File: config.mk
export PLATFORM = sky130hd
export DESIGN_NAME = qrm_ctrl
export DESIGN_NICKNAME = d
export VERILOG_FILES = /design/src/rtl/qrm_pkg.sv /design/src/rtl/qrm_ctrl.sv
export SDC_FILE = /design/constraint.sdc
export NUM_CORES = 1
export LEC_CHECK = 0
export BUFFER_PORTS_ARGS = -buffer_cell sky130_fd_sc_hd__buf_4
export CORE_ASPECT_RATIO = 1.75
export CORE_UTILIZATION = 25
export CTS_CLUSTER_SIZE = 8
export DETAILED_ROUTE_END_ITERATION = 6
export PLACE_DENSITY = 0.47
export SETUP_SLACK_MARGIN = 0.5
export SYNTH_ARGS = -nofsm -noshare
export SYNTH_HDL_FRONTEND = slang
export SYNTH_SLANG_ARGS = --single-unit
File: constraint.sdc
create_clock -name clk_i -period 3.5 [get_ports clk_i]
set_clock_uncertainty 0.1 [all_clocks]
set_input_delay 0.175 -clock clk_i [delete_from_list [all_inputs] [get_ports clk_i]]
set_output_delay 0.175 -clock clk_i [all_outputs]
set_load 0.02 [all_outputs]
File: src/rtl/qrm_pkg.sv
// qrm_pkg: shared constants, codes and command/status types of the qubit register
// depends on nothing; imported by qrm_datapath, qrm_ctrl, the top level and qrm_checker

package qrm_pkg;

  localparam int unsigned MAX_QUBITS_DEF = 10;

  localparam int unsigned AMP_W     = 16;
  localparam int unsigned ENTRY_W   = 2 * AMP_W;
  localparam int unsigned IDX_W     = 10;
  localparam int unsigned DRAW_W    = 16;
  localparam int unsigned SEL_W     = 4;
  localparam int unsigned UQ_W      = 4;
  localparam int unsigned TOL_W     = 28;
  localparam int unsigned SQ_W      = 2 * AMP_W - 1;
  localparam int unsigned MAG_W     = 2 * AMP_W;
  localparam int unsigned RUN_W     = 34;
  localparam int unsigned DRAW_SHIFT = 12;
  localparam int unsigned NORM_ONE  = 1 << 28;

  localparam logic signed [AMP_W-1:0] ONE_Q14 = 16'sd16384;

  localparam logic [SEL_W-1:0] WHOLE_IDX_CODE = 4'd10;

  localparam logic KIND_WRITE   = 1'b0;
  localparam logic KIND_MEASURE = 1'b1;

  localparam int unsigned CFG_IDX_W  = 1;
  localparam int unsigned CFG_DATA_W = 28;
  localparam logic [CFG_IDX_W-1:0] CFG_USED_QUBITS = 1'd0;
  localparam logic [CFG_IDX_W-1:0] CFG_NORM_TOL    = 1'd1;

  localparam logic [UQ_W-1:0]  USED_QUBITS_RST = 4'd10;
  localparam logic [TOL_W-1:0] NORM_TOL_RST    = 28'd2684;

  typedef struct packed {
    logic rd_en;
    logic search;
    logic acc_clr;
    logic load;
    logic dev_load;
    logic item_wr;
    logic clr_wr;
  } cmd_t;

  typedef struct packed {
    logic             pipe_busy;
    logic             found;
    logic             norm_ok;
    logic [IDX_W-1:0] outcome;
  } sts_t;

endpackage

File: src/rtl/qrm_ctrl.sv
// qrm_ctrl: sequencer for write, norm pass, search pass, result and clearing sweep
// depends on qrm_pkg; commands qrm_datapath and owns the result register

module qrm_ctrl import qrm_pkg::*; #(
  parameter int unsigned MAX_QUBITS = MAX_QUBITS_DEF
) (
  input  logic                  clk_i,
  input  logic                  rst_ni,
  input  logic                  in_valid_i,
  input  logic                  kind_i,
  output logic                  in_ready_o,
  input  logic [UQ_W-1:0]       used_qubits_i,
  input  sts_t                  sts_i,
  output cmd_t                  cmd_o,
  output logic [MAX_QUBITS-1:0] addr_o,
  output logic                  out_valid_o,
  input  logic                  out_ready_i,
  output logic                  success_o,
  output logic [IDX_W-1:0]      outcome_o
);

  typedef enum logic [3:0] {
    ST_IDLE,
    ST_SUM,
    ST_SUM_WAIT,
    ST_DEV,
    ST_CHECK,
    ST_SEARCH,
    ST_SEARCH_WAIT,
    ST_RESULT,
    ST_CLEAR
  } state_e;

  state_e                state_q;
  cmd_t                  cmd_q;
  logic [MAX_QUBITS-1:0] addr_q;
  logic                  out_valid_q;
  logic                  success_q;
  logic [IDX_W-1:0]      outcome_q;
  logic [UQ_W-1:0]       qeff;
  logic [MAX_QUBITS-1:0] last_idx;
  logic                  slot_free;

  always_comb begin
    if (used_qubits_i == '0) begin
      qeff = UQ_W'(1);
    end else if (used_qubits_i > MAX_QUBITS) begin
      qeff = UQ_W'(MAX_QUBITS);
    end else begin
      qeff = used_qubits_i;
    end
    for (int b = 0; b < MAX_QUBITS; b++) begin
      last_idx[b] = (b < int'(qeff));
    end
  end

  assign slot_free = !out_valid_q || out_ready_i;

  always_ff @(posedge clk_i or negedge rst_ni) begin
    if (!rst_ni) begin
      state_q     <= ST_IDLE;
      cmd_q       <= '0;
      addr_q      <= '0;
      out_valid_q <= 1'b0;
      success_q   <= 1'b0;
      outcome_q   <= '0;
    end else begin
      if (state_q == ST_RESULT && slot_free) begin
        out_valid_q <= 1'b1;
      end else if (out_ready_i) begin
        out_valid_q <= 1'b0;
      end
      case (state_q)
        ST_IDLE: begin
          cmd_q.item_wr <= in_valid_i && (kind_i == KIND_WRITE);
          cmd_q.acc_clr <= in_valid_i && (kind_i == KIND_MEASURE);
          cmd_q.load    <= in_valid_i && (kind_i == KIND_MEASURE);
          if (in_valid_i && (kind_i == KIND_MEASURE)) begin
            state_q      <= ST_SUM;
            addr_q       <= '0;
            cmd_q.rd_en  <= 1'b1;
            cmd_q.search <= 1'b0;
          end
        end
        ST_SUM: begin
          cmd_q.acc_clr <= 1'b0;
          cmd_q.load    <= 1'b0;
          if (addr_q == last_idx) begin
            cmd_q.rd_en <= 1'b0;
            state_q     <= ST_SUM_WAIT;
          end else begin
            addr_q <= addr_q + MAX_QUBITS'(1);
          end
        end
        ST_SUM_WAIT: begin
          cmd_q.dev_load <= !sts_i.pipe_busy;
          if (!sts_i.pipe_busy) begin
            state_q <= ST_DEV;
          end
        end
        ST_DEV: begin
          cmd_q.dev_load <= 1'b0;
          state_q        <= ST_CHECK;
        end
        ST_CHECK: begin
          if (sts_i.norm_ok) begin
            state_q      <= ST_SEARCH;
            addr_q       <= '0;
            cmd_q.rd_en  <= 1'b1;
            cmd_q.search <= 1'b1;
          end else begin
            state_q <= ST_RESULT;
          end
        end
        ST_SEARCH: begin
          if (addr_q == last_idx) begin
            cmd_q.rd_en <= 1'b0;
            state_q     <= ST_SEARCH_WAIT;
          end else begin
            addr_q <= addr_q + MAX_QUBITS'(1);
          end
        end
        ST_SEARCH_WAIT: begin
          if (!sts_i.pipe_busy) begin
            state_q <= ST_RESULT;
          end
        end
        ST_RESULT: begin
          if (slot_free) begin
            success_q   <= sts_i.found;
            outcome_q   <= sts_i.found ? sts_i.outcome : '0;
            if (sts_i.found) begin
              state_q      <= ST_CLEAR;
              addr_q       <= '0;
              cmd_q.clr_wr <= 1'b1;
            end else begin
              state_q <= ST_IDLE;
            end
          end
        end
        ST_CLEAR: begin
          if (addr_q == '1) begin
            cmd_q.clr_wr <= 1'b0;
            state_q      <= ST_IDLE;
          end else begin
            addr_q <= addr_q + MAX_QUBITS'(1);
          end
        end
        default: begin
          state_q <= ST_IDLE;
          cmd_q   <= '0;
        end
      endcase
    end
  end

  assign in_ready_o  = (state_q == ST_IDLE);
  assign cmd_o       = cmd_q;
  assign addr_o      = addr_q;
  assign out_valid_o = out_valid_q;
  assign success_o   = success_q;
  assign outcome_o   = outcome_q;

endmodule

# After elaboration in Yosys (flattened, before gate mapping)
# Cells that the tools add are included.
[totals]
ff_bits = 33
elab_cells = 107
out_inout_bits = 30
[op_classes]
addsub = 1
n_reduce_logical = 23
n_bitwise = 4
magnitude_cmp = 11
eq_ne = 22
mux = 34
[ops]
columns = ["op", "n"]
rows = [
  ["$mux 10", 7],
  ["$pmux 10 s5", 1],
  ["$mux 4", 10],
  ["$pmux 4 s9", 1],
  ["$reduce_or 7->1", 4],
  ["$ne 2x2->1 const B", 10],
  ["$eq 4x3->1 const B", 4],
  ["$lt 3x4->1 const A", 4],
  ["$reduce_and 7->1", 2],
  ["$add 10x1->10 const B", 1],
  ["$eq 10x10->1", 1],
  ["$eq 10x10->1 const B", 1],
  ["$eq 4x2->1 const B", 2],
  ["$logic_not 4->1", 2],
  ["$lt 1x4->1 const A", 2],
  ["$lt 2x4->1 const A", 2],
  ["$lt 4x4->1 const A", 2],
  ["$reduce_and 4->1", 2],
  ["$reduce_or 8->1", 1],
  ["$mux 1", 6],
  ["$mux 2", 3],
  ["$pmux 1 s3", 2],
  ["$reduce_bool 5->1", 1],
  ["$reduce_or 5->1", 1],
  ["15 further kinds", 23],
]

# Logic depth before layout (Yosys ltp)
# Gate-level depths: netlist (run 1).
[logic_depth]
word_depth = 7
depth_mapped = 9

# Worst setup path after synthesis (run 1)
# OpenSTA, ideal clock, no wires.
[synth_timing]
kind = "register to register"
from = "reg addr_q[0] (netlist: addr_o[0])"
to = "reg addr_q[9] (netlist: addr_o[9])"
period_less_slack_ps = 2264
stages_incl_launch_ff = 9
slack_ps = 1236
arrival_ps = 2087
setup_ps = 78
cell_sequence = "dfrtp_1 ha_1 and2_1 and3_1 nand4_1 nand2_1 buf_2 or4_1 a21oi_1"
[synth_between]
elab_chain_len = 3
word_cells_on_any_way = 9
cone_classes = "1 x add/sub; 4 x eq/ne; 3 x mux; 1 x reduce/logical"
[synth_lines]
columns = ["item", "line_no", "source"]
rows = [
  ["start, declared", "qrm_ctrl.sv:36", "logic [MAX_QUBITS-1:0] addr_q;"],
  ["start signal, assigned", "qrm_ctrl.sv:92", "addr_q <= addr_q + MAX_QUBITS'(1);"],
  ["start signal, assigned", "qrm_ctrl.sv:120", "addr_q <= addr_q + MAX_QUBITS'(1);"],
  ["start signal, assigned", "qrm_ctrl.sv:146", "addr_q <= addr_q + MAX_QUBITS'(1);"],
  ["$add 10x1->10, or another cell as far along", "qrm_ctrl.sv:92, qrm_ctrl.sv:120, qrm_ctrl.sv:146", ""],
  ["$mux 10, or another cell as far along", "qrm_ctrl.sv:142", "if (addr_q == '1) begin"],
  ["$pmux 10 s5 / $reduce_and 7->1 (equally long branches)", "-", ""],
]
# Several ways; a longest one is shown, not always the timed one. The select of a mux whose other input is x is not followed.
# A chain may end at the register's enable or synchronous reset.

# Final worst setup path (run 1)
[layout_timing]
from = "reg state_q[3]"
to = "reg addr_q[3] (netlist: addr_o[3])"
[layout_between]
elab_chain_len = 4
word_cells_on_any_way = 16
cone_classes = "11 x eq/ne; 1 x mux; 4 x reduce/logical"
[layout_lines]
columns = ["item", "line_no", "source"]
rows = [
  ["start, declared", "qrm_ctrl.sv:34", "state_e state_q;"],
  ["start signal, assigned", "qrm_ctrl.sv:61", "state_q <= ST_IDLE;"],
  ["start signal, assigned", "qrm_ctrl.sv:79", "state_q <= ST_SUM;"],
  ["start signal, assigned", "qrm_ctrl.sv:90", "state_q <= ST_SUM_WAIT;"],
  ["$eq 4x3->1 / $eq 4x1->1 (equally long branches)", "qrm_ctrl.sv:73", "case (state_q)"],
  ["$reduce_or 2->1 (no source line)", "-", ""],
  ["$reduce_bool 5->1 (no source line) / $ne 2x2->1 (equally long branches)", "-", ""],
  ["$reduce_and 7->1 (no source line)", "-", ""],
]
# Several ways; a longest one is shown, not always the timed one.

==> results of run 1 <==
-- per-layer routing --
| metal | share of wire | global-route usage | vias up |
|---|---|---|---|
| met2 | 0.52 | 0.2439 | 57 |
| met3 | 0.049 | 0.03282 | 14 |
| met4 | 0.026 | 0.05859 | 0 |
| li1 | - | - | 923 |
| met5 | 0 | 0 | - |
| met1 | 0.40 | 0.1680 | 882 |
-- cell type report --
type / instances / area, µm² / share of cell area
multi-input combinational: 174 / 1017 / 0.4069
sequential: 32 / 800.8 / 0.3203
timing repair buffer: 53 / 400.4 / 0.1602
clock buffer: 6 / 138.9 / 0.05556
tap: 88 / 110.1 / 0.04404
inverter: 6 / 22.52 / 0.009009
clock inverter: 2 / 10.01 / 0.004004
-- worst max-delay path: stages, from the launching register on --
cell and delay, ns:
sky130_fd_sc_hd__dfrtp_1 0.70, sky130_fd_sc_hd__inv_2 0.20, sky130_fd_sc_hd__or3_1 0.39, sky130_fd_sc_hd__a21o_1 0.26, sky130_fd_sc_hd__and2_1 0.28, sky130_fd_sc_hd__or4_1 0.52
sky130_fd_sc_hd__nand2_1 0.07
-- worst max path at each step --
| stage | start | to | slack, ns | cells after the start |
|---|---|---|---|---|
| 4_1_cts | state_q[3]$_DFFE_PN0P_ | addr_o[3]$_DFFE_PN0P_ | 0.90 | 6 |
| 2_1_floorplan | addr_o[0]$_DFFE_PN0P_ | addr_o[9]$_DFFE_PN0P_ | 1.24 | 8 |
| 5_1_grt | state_q[3]$_DFFE_PN0P_ | addr_o[2]$_DFFE_PN0P_ | 0.65 | 6 |
| 6_report | state_q[3]$_DFFE_PN0P_ | addr_o[3]$_DFFE_PN0P_ | 0.92 | 6 |
| 3_3_place_gp | state_q[3]$_DFFE_PN0P_ | addr_o[2]$_DFFE_PN0P_ | 0.92 | 6 |
| 3_5_place_dp | state_q[3]$_DFFE_PN0P_ | addr_o[3]$_DFFE_PN0P_ | 0.92 | 6 |
-- flip-flops by register name, indices dropped and copies added, names as in the netlist --
register,count
outcome_o,10
success_o,1
addr_o,10
cmd_o,6
state_q,4
out_valid_o,1
-- cells in the mapped netlist, drive strengths merged (2+ instances only) --
library cell  count  share of area
a2111oi           2         0.0091
nand3            17          0.044
nor2b             3         0.0097
dfrtp            32           0.41
mux2              2          0.012
inv               6          0.012
nor2             14          0.027
nor3              5          0.013
and2              2         0.0065
nand2b            2         0.0065
and3              5          0.016
o22ai             3         0.0097
nand2            37          0.072
o21a              3          0.012
or4               7          0.027
nand4             2         0.0065
a21o              3          0.012
buf              11          0.037
nor4              2         0.0065
a21oi            18          0.047
clkbuf            6          0.012
o21ai             9          0.023
nor3b             2         0.0078
or3               3          0.012
a221oi            2         0.0091
o31ai             9          0.035
o211ai            3          0.012
-- cells by family (layout without fill, tap and decap cells) --
kind of cell / after synthesis / count (layout) / share of synthesized area
simple gates: 105 / 105 / 0.2723
mux: 3 / 3 / 0.01682
buf+inv: 23 / 67 / 0.06015
flops: 32 / 32 / 0.4140
xor+xnor: 1 / 1 / 0.004529
compound gates: 64 / 64 / 0.2258
fa+ha+maj: 1 / 1 / 0.006467
-- power by group through the flow --
stage	clock network (W)	logic (W)	registers (W)
3_5_place_dp	0	0.000458	0.000563
2_1_floorplan	0	0.000238	0.000587
4_1_cts	0.000444	0.000459	0.000557
5_1_grt	0.000467	0.000502	0.000571
6_report	0.000434	0.000454	0.000556
3_3_place_gp	0	0.000454	0.000561
-- metrics by stage --
| step | utilization | power, W | area (µm²) | setup WS (ns) |
|---|---|---|---|---|
| floorplan | - | 0.0008246 | 1934 | 1.236 |
| global placement | 0.3115 | 0.001015 | 2341 | 0.9202 |
| detailed placement | 0.3115 | 0.001021 | 2341 | 0.9159 |
| CTS | 0.3327 | 0.001461 | 2500 | 0.9022 |
| global route | 0.3327 | 0.001539 | 2500 | 0.6461 |
| finish | 0.3327 | 0.001444 | 2500 | 0.9160 |
-- repair_timing --
item	CTS	global route
setup endpoints to repair	0	0
hold buffers	1	0
endpoints found under the hold margin	32	0
==> results_dict.tcl, run 1 <==
set metrics [dict create \
    synth_async_reset_ratio 1.000 \
    post_cts.repair.setup_buffers 0 \
    grt_use_total 0.1444 \
    fillers 818 \
    routed_wirelength_um 5433 \
    layout_commonest_cell "sky130_fd_sc_hd__buf_4" \
    sort_of_element_at_the_end_of_the_critical_path "flop" \
    worst_case_hold_slack_ns 0.02270 \
    vdd_drop_max_mv 0.2981 \
    mappedNetlistNets 252 \
    cts.sinks 32 \
    ys_seq_elements 32 \
    tritoncts.num_buffers 5 \
    initial_drc_count 45 \
    final_cells 361 \
    crit_fanout 18 \
    p_int_w 0.0009333 \
    ys_dominant_reg_cell "sky130_fd_sc_hd__dfrtp_1" \
    drcViolationCount 0 \
    psw_w 0.0005106 \
    netSwitchingFraction 0.3536 \
    dr_total_vias 1876 \
    drive_gt1_frac 0.2381 \
    dieArea_mm2 0.008107 \
    min-delay-start "sts_i[0]" \
    worst-slew-pin-transition_ns 0.5987 \
    timing.reg2reg.worst_path_depth 6 \
    p_clk_frac 0.301 \
    drv_slew 0 \
    status "finished clean" \
    io_buffers 51 \
    p_comb_frac 0.314 \
    yosysWarnings 0 \
    die_height_um 118.4 \
    crit-reg2reg-launch "state_q[3]$_DFFE_PN0P_" \
    timing.setup.critical_path_class "reg -> reg" \
    first_global_vias 1860 \
    postSynthCellCount 229 \
    share_seq_of_total_power 0.385 \
    final_hold_viol_count 0 \
    clk_slew_on_worst_s_h_paths_ns 0.05 \
    wire_per_inst_um 15.05 \
    grt_start_max_net_pins 33 \
    clock_root_buffer_master "sky130_fd_sc_hd__clkbuf_16" \
    fp.dieW_um 68.50 \
    rsz0062_at_grt "false" \
    grt_first_pass_wirelength_um 8921 \
    ys_seq_area_frac 0.4140 \
    finalSetupViolCount 0 \
    core-area_mm2 0.007515 \
    post_drt_via_cell_ratio 5.197 \
    row_count 42 \
    tritoncts "built" \
    final_weighted_congestion_in_routability_driven_placement 0.7693 \
    placed_cells_incl_taps 352 \
    clk-insertion-delay-late_ns 0.28 \
    data_required_critical_path_ns 3.61 \
    cts-resized-gates 0 \
    ratio_of_total_power_to_cell_area_mw_per_mm2 577.6 \
    finalCritPeriodShare 0.7383 \
    grt_antenna_before_repair 0 \
    max-cap-violations 0 \
    finalSetupTns_ns 0 \
    drt.antenna.violating_nets 0 \
    synthesis.area_per_instance_um2 8.447 \
    hold_path_end "outcome_o[0]$_DFFE_PN0P_" \
    max-slew-margin-rel 0.5978 \
    netlist-cell-type-count 51 \
    synth_edf_count 0 \
    design.final.nets 295 \
    leakagePower_nw 1.166 \
    max_freq_mhz 387.0 \
    firstDrtPassIters 4 \
    r2r_slack_ns 0.92 \
    clk_path_buf_depth 2 \
    finalCriticalPeriod_ns 2.584 \
    p_r_area_growth_vs_syn_pct 29.24 \
    gr-total-overflow 0 \
    r2r_end "addr_o[3]$_DFFE_PN0P_" \
    hpwlAfterDp_um 4080 \
    worst_setup_path_start_kind "flop" \
    holdCritPathClass "in -> reg" \
    worst_path_arrival_ns 2.70 \
    worst_hold_path.num_cells 3 \
    synthesis.area_mm2 0.001934 \
    floorplan.initialDensity 0.2574 \
    cts_max_level 2 \
    num_antenna_cells 0 \
    most-common-layout-cells "sky130_fd_sc_hd__buf_4 (52), sky130_fd_sc_hd__nand2_1 (37), sky130_fd_sc_hd__dfrtp_1 (32)" \
    top_ports 52 \
]
Power figures use the tool's default switching activity.
==> run 2, diff against run 1 <==
--- a/config.mk
+++ b/config.mk
@@ -5,6 +5,7 @@
 export SDC_FILE = /design/constraint.sdc
 export NUM_CORES = 1
 export LEC_CHECK = 0
+export ABC_AREA = 1
 export BUFFER_PORTS_ARGS = -buffer_cell sky130_fd_sc_hd__buf_4
 export CORE_ASPECT_RATIO = 1.75
 export CORE_UTILIZATION = 25
==> constraint.sdc (replaced) <==
create_clock -name clk_i -period 2.5 [get_ports clk_i]
set_clock_uncertainty 0.1 [all_clocks]
set_input_delay 0.125 -clock clk_i [delete_from_list [all_inputs] [get_ports clk_i]]
set_output_delay 0.125 -clock clk_i [all_outputs]
set_load 0.02 [all_outputs]
==> results_dict.tcl, run 2 <==
set metrics [dict create \
    grt_antenna_before_repair 0 \
    critPathMostFrequentCell "sky130_fd_sc_hd__nand2_1" \
    tritoncts.num_buffers 5 \
    routed_wirelength_um 5945 \
    synth_edf_count 0 \
    io_buffers 51 \
    timing.setup.critical_path_class "reg -> reg" \
    post_drt_via_cell_ratio 4.652 \
    finalCritPeriodShare 0.7441 \
    row_count 43 \
    cts_max_level 2 \
    synthMuxAreaShare 0 \
    postSynthCellCount 291 \
    psw_w 0.0002928 \
    synth_async_reset_ratio 1.000 \
    final_weighted_congestion_in_routability_driven_placement 0.8857 \
    finalCriticalPeriod_ns 1.860 \
    p_clk_frac 0.519 \
    wire_per_inst_um 13.09 \
    post_synthesis_simple_gate_area_fraction 0.4376 \
    worst_hold_path.num_cells 3 \
    grt_start_max_net_pins 33 \
    grt_use_total 0.1463 \
    fillers 860 \
    drv_slew 0 \
    critPathBufInv 2 \
    data_required_critical_path_ns 2.57 \
    synthesis.area_mm2 0.002016 \
    yosys.area_share.xor_xnor 0.01738 \
    ys_seq_elements 32 \
    final_hold_viol_count 0 \
    p_comb_frac 0.086 \
    num_antenna_cells 0 \
    firstDrtPassIters 6 \
    slowest_delay_ns 0.41 \
    worst_case_hold_slack_ns 0.005518 \
    worst-slew-pin-transition_ns 0.4312 \
    synth_compound_gate_area_share 0.06083 \
    clock_root_buffer_master "sky130_fd_sc_hd__clkbuf_16" \
    r2r_end "addr_o[3]$_DFFE_PN0P_" \
    synth.top_cell.area_share 0.3973 \
    detailedPlace.worstSlack_ns 0.5339 \
    max-slew-margin-rel 0.7125 \
    seq_area_um2 803.3 \
    crit_fanout 10 \
    tritoncts "built" \
    final_cells 454 \
    finalPower_w 0.001344 \
    combinational_family_with_the_most_area_after_synthesis "simple AND/OR/NAND/NOR gates" \
    layout_commonest_cell "sky130_fd_sc_hd__nand2_1" \
    hold_path_end "cmd_o[1]$_DFFE_PN0N_" \
    timing.reg2reg.worst_path_depth 11 \
    max_freq_mhz 537.6 \
    clk_path_buf_depth 2 \
    most_frequently_used_cell_type_in_the_post_synthesis_netlist "sky130_fd_sc_hd__nand2_1" \
    design.final.nets 386 \
    clk-insertion-delay-late_ns 0.28 \
    worst_path_arrival_ns 1.93 \
    cts.sinks 32 \
    post_synth_main_area_contributors "sky130_fd_sc_hd__dfrtp_1 (40%), sky130_fd_sc_hd__nand2_1 (19%), sky130_fd_sc_hd__nand3_1 (9.7%), sky130_fd_sc_hd__nor2_1 (5.2%), sky130_fd_sc_hd__inv_1 (5.0%)" \
    cpLargestDelayFamily "simple AND/OR/NAND/NOR gates" \
    dr_total_vias 2112 \
    status "finished clean" \
    yosys.area_share.adder 0.006207 \
    multi_input_comb_area_mm2 0.001065 \
    leakagePower_nw 1.484 \
    setup_slack_ns 0.6398 \
    clk_slew_on_worst_s_h_paths_ns 0.05 \
    ys_dominant_reg_cell "sky130_fd_sc_hd__dfrtp_1" \
    critical_path.slowest_cell "sky130_fd_sc_hd__dfrtp_2" \
    crit-reg2reg-launch "addr_o[1]$_DFFE_PN0P_" \
    die_height_um 120.8 \
    netlist-cell-type-count 29 \
    grt_first_pass_wirelength_um 9508 \
    ratio_of_total_power_to_cell_area_mw_per_mm2 474.3 \
    most-common-layout-cells "sky130_fd_sc_hd__nand2_1 (104), sky130_fd_sc_hd__buf_4 (59), sky130_fd_sc_hd__nand3_1 (39)" \
    synth.cells.most_frequent "sky130_fd_sc_hd__nand2_1 (104), sky130_fd_sc_hd__nand3_1 (39), sky130_fd_sc_hd__dfrtp_1 (32)" \
    p_int_w 0.001051 \
    sort_of_element_at_the_end_of_the_critical_path "flop" \
    drt.antenna.violating_nets 0 \
    ys_seq_area_frac 0.3973 \
    dieArea_mm2 0.008440 \
    placed_cells_incl_taps 429 \
    worst_setup_path_start_kind "flop" \
    p_r_area_growth_vs_syn_pct 40.60 \
    yosysWarnings 0 \
    post-synth-top-area-cell "sky130_fd_sc_hd__dfrtp_1" \
    cp_cell_sequence "ha_1, nand2_1, inv_1, nand3_1, nor2_2, nand2_1, nor2_2, nor2_4, buf_4, nand3_1, nand2_1" \
    drive_gt1_frac 0.2500 \
    min-delay-start "kind_i" \
    fp.dieW_um 69.88 \
    top_ports 52 \
    rsz0062_at_grt "false" \
    hpwlAfterDp_um 4541 \
    floorplan.initialDensity 0.2566 \
    r2r_slack_ns 0.64 \
    finalSetupViolCount 0 \
    gr-total-overflow 0 \
    initial_drc_count 93 \
    max-cap-violations 0 \
    vdd_drop_max_mv 0.3371 \
    synthesis.area_per_instance_um2 6.927 \
    finalSetupTns_ns 0 \
    first_global_vias 2035 \
    netSwitchingFraction 0.2178 \
    mappedNetlistNets 314 \
    drcViolationCount 0 \
    holdCritPathClass "in -> reg" \
    core-area_mm2 0.007855 \
    share_seq_of_total_power 0.396 \
]
run 2: cell families (layout without fill, tap and decap cells):
group                    Yosys count  after routing
AO/OA/AOI/OAI                     21             21
XOR/XNOR                           4              4
adder cells (fa/ha/maj)            1              1
buffers and inverters             38            111
flip-flops                        32             32
AND/OR/NAND/NOR                  195            195
run 2: worst max-delay path by stage:
stage	start	to	slack, ns	cells past startpoint
2_1_floorplan	addr_o[0]$_DFFE_PN0P_	state_q[2]$_DFFE_PN0P_	0.61	12
6_report	addr_o[1]$_DFFE_PN0P_	addr_o[3]$_DFFE_PN0P_	0.64	11
5_1_grt	addr_o[1]$_DFFE_PN0P_	addr_o[3]$_DFFE_PN0P_	0.49	11
3_5_place_dp	state_q[1]$_DFFE_PN0P_	addr_o[0]$_DFFE_PN0P_	0.53	7
3_3_place_gp	addr_o[3]$_DFFE_PN0P_	addr_o[0]$_DFFE_PN0P_	0.50	11
4_1_cts	state_q[1]$_DFFE_PN0P_	addr_o[0]$_DFFE_PN0P_	0.52	7
run 2: repair_timing:
action                                  4_1_cts  5_1_grt
endpoints found under the setup margin        0       14
hold buffers                                 13        0
resized for setup                             0        5
endpoints found under the hold margin        44        0
buffers inserted                              0        4
run 2: per-layer routing:
metal | vias to the layer above | track usage | part of all wire
met5 | - | 0 | 0
met4 | 0 | 0.09250 | 0.034
met3 | 17 | 0.02333 | 0.025
met2 | 39 | 0.2776 | 0.57
met1 | 988 | 0.1435 | 0.37
li1 | 1068 | - | -
run 2: worst register-to-register path, cell delays in order (launching register included):
cell and delay, ns:
sky130_fd_sc_hd__dfrtp_2 0.41, sky130_fd_sc_hd__ha_1 0.20, sky130_fd_sc_hd__nand2_1 0.06, sky130_fd_sc_hd__inv_1 0.10, sky130_fd_sc_hd__nand3_1 0.11, sky130_fd_sc_hd__nor2_2 0.16
sky130_fd_sc_hd__nand2_1 0.10, sky130_fd_sc_hd__nor2_2 0.13, sky130_fd_sc_hd__nor2_4 0.06, sky130_fd_sc_hd__buf_4 0.17, sky130_fd_sc_hd__nand3_1 0.10, sky130_fd_sc_hd__nand2_1 0.05
run 2: final cells by class:
type,instances,area share
multi-input combinational,221,0.3757
sequential,32,0.2834
timing repair buffer,72,0.2022
clock buffer,6,0.04547
inverter,31,0.04106
tap,90,0.03974
clock inverter,2,0.01236
run 2: per-stage QoR:
stage | instance area (µm²) | utilization
CTS | 2789 | 0.3550
floorplan | 2016 | -
finish | 2834 | 0.3608
detailed placement | 2495 | 0.3176
global placement | 2495 | 0.3176
global route | 2834 | 0.3608
run 2: power groups by stage:
| stage | clock [W] | sequential (W) | combinational [W] |
|---|---|---|---|
| after detailed placement | 0 | 0.000541 | 0.000100 |
| after CTS | 0.000714 | 0.000532 | 0.000117 |
| final | 0.000697 | 0.000532 | 0.000115 |
| after global placement | 0 | 0.000541 | 0.0000993 |
| after floorplan | 0 | 0.000551 | 0.0000274 |
| after global routing | 0.000739 | 0.000532 | 0.000127 |
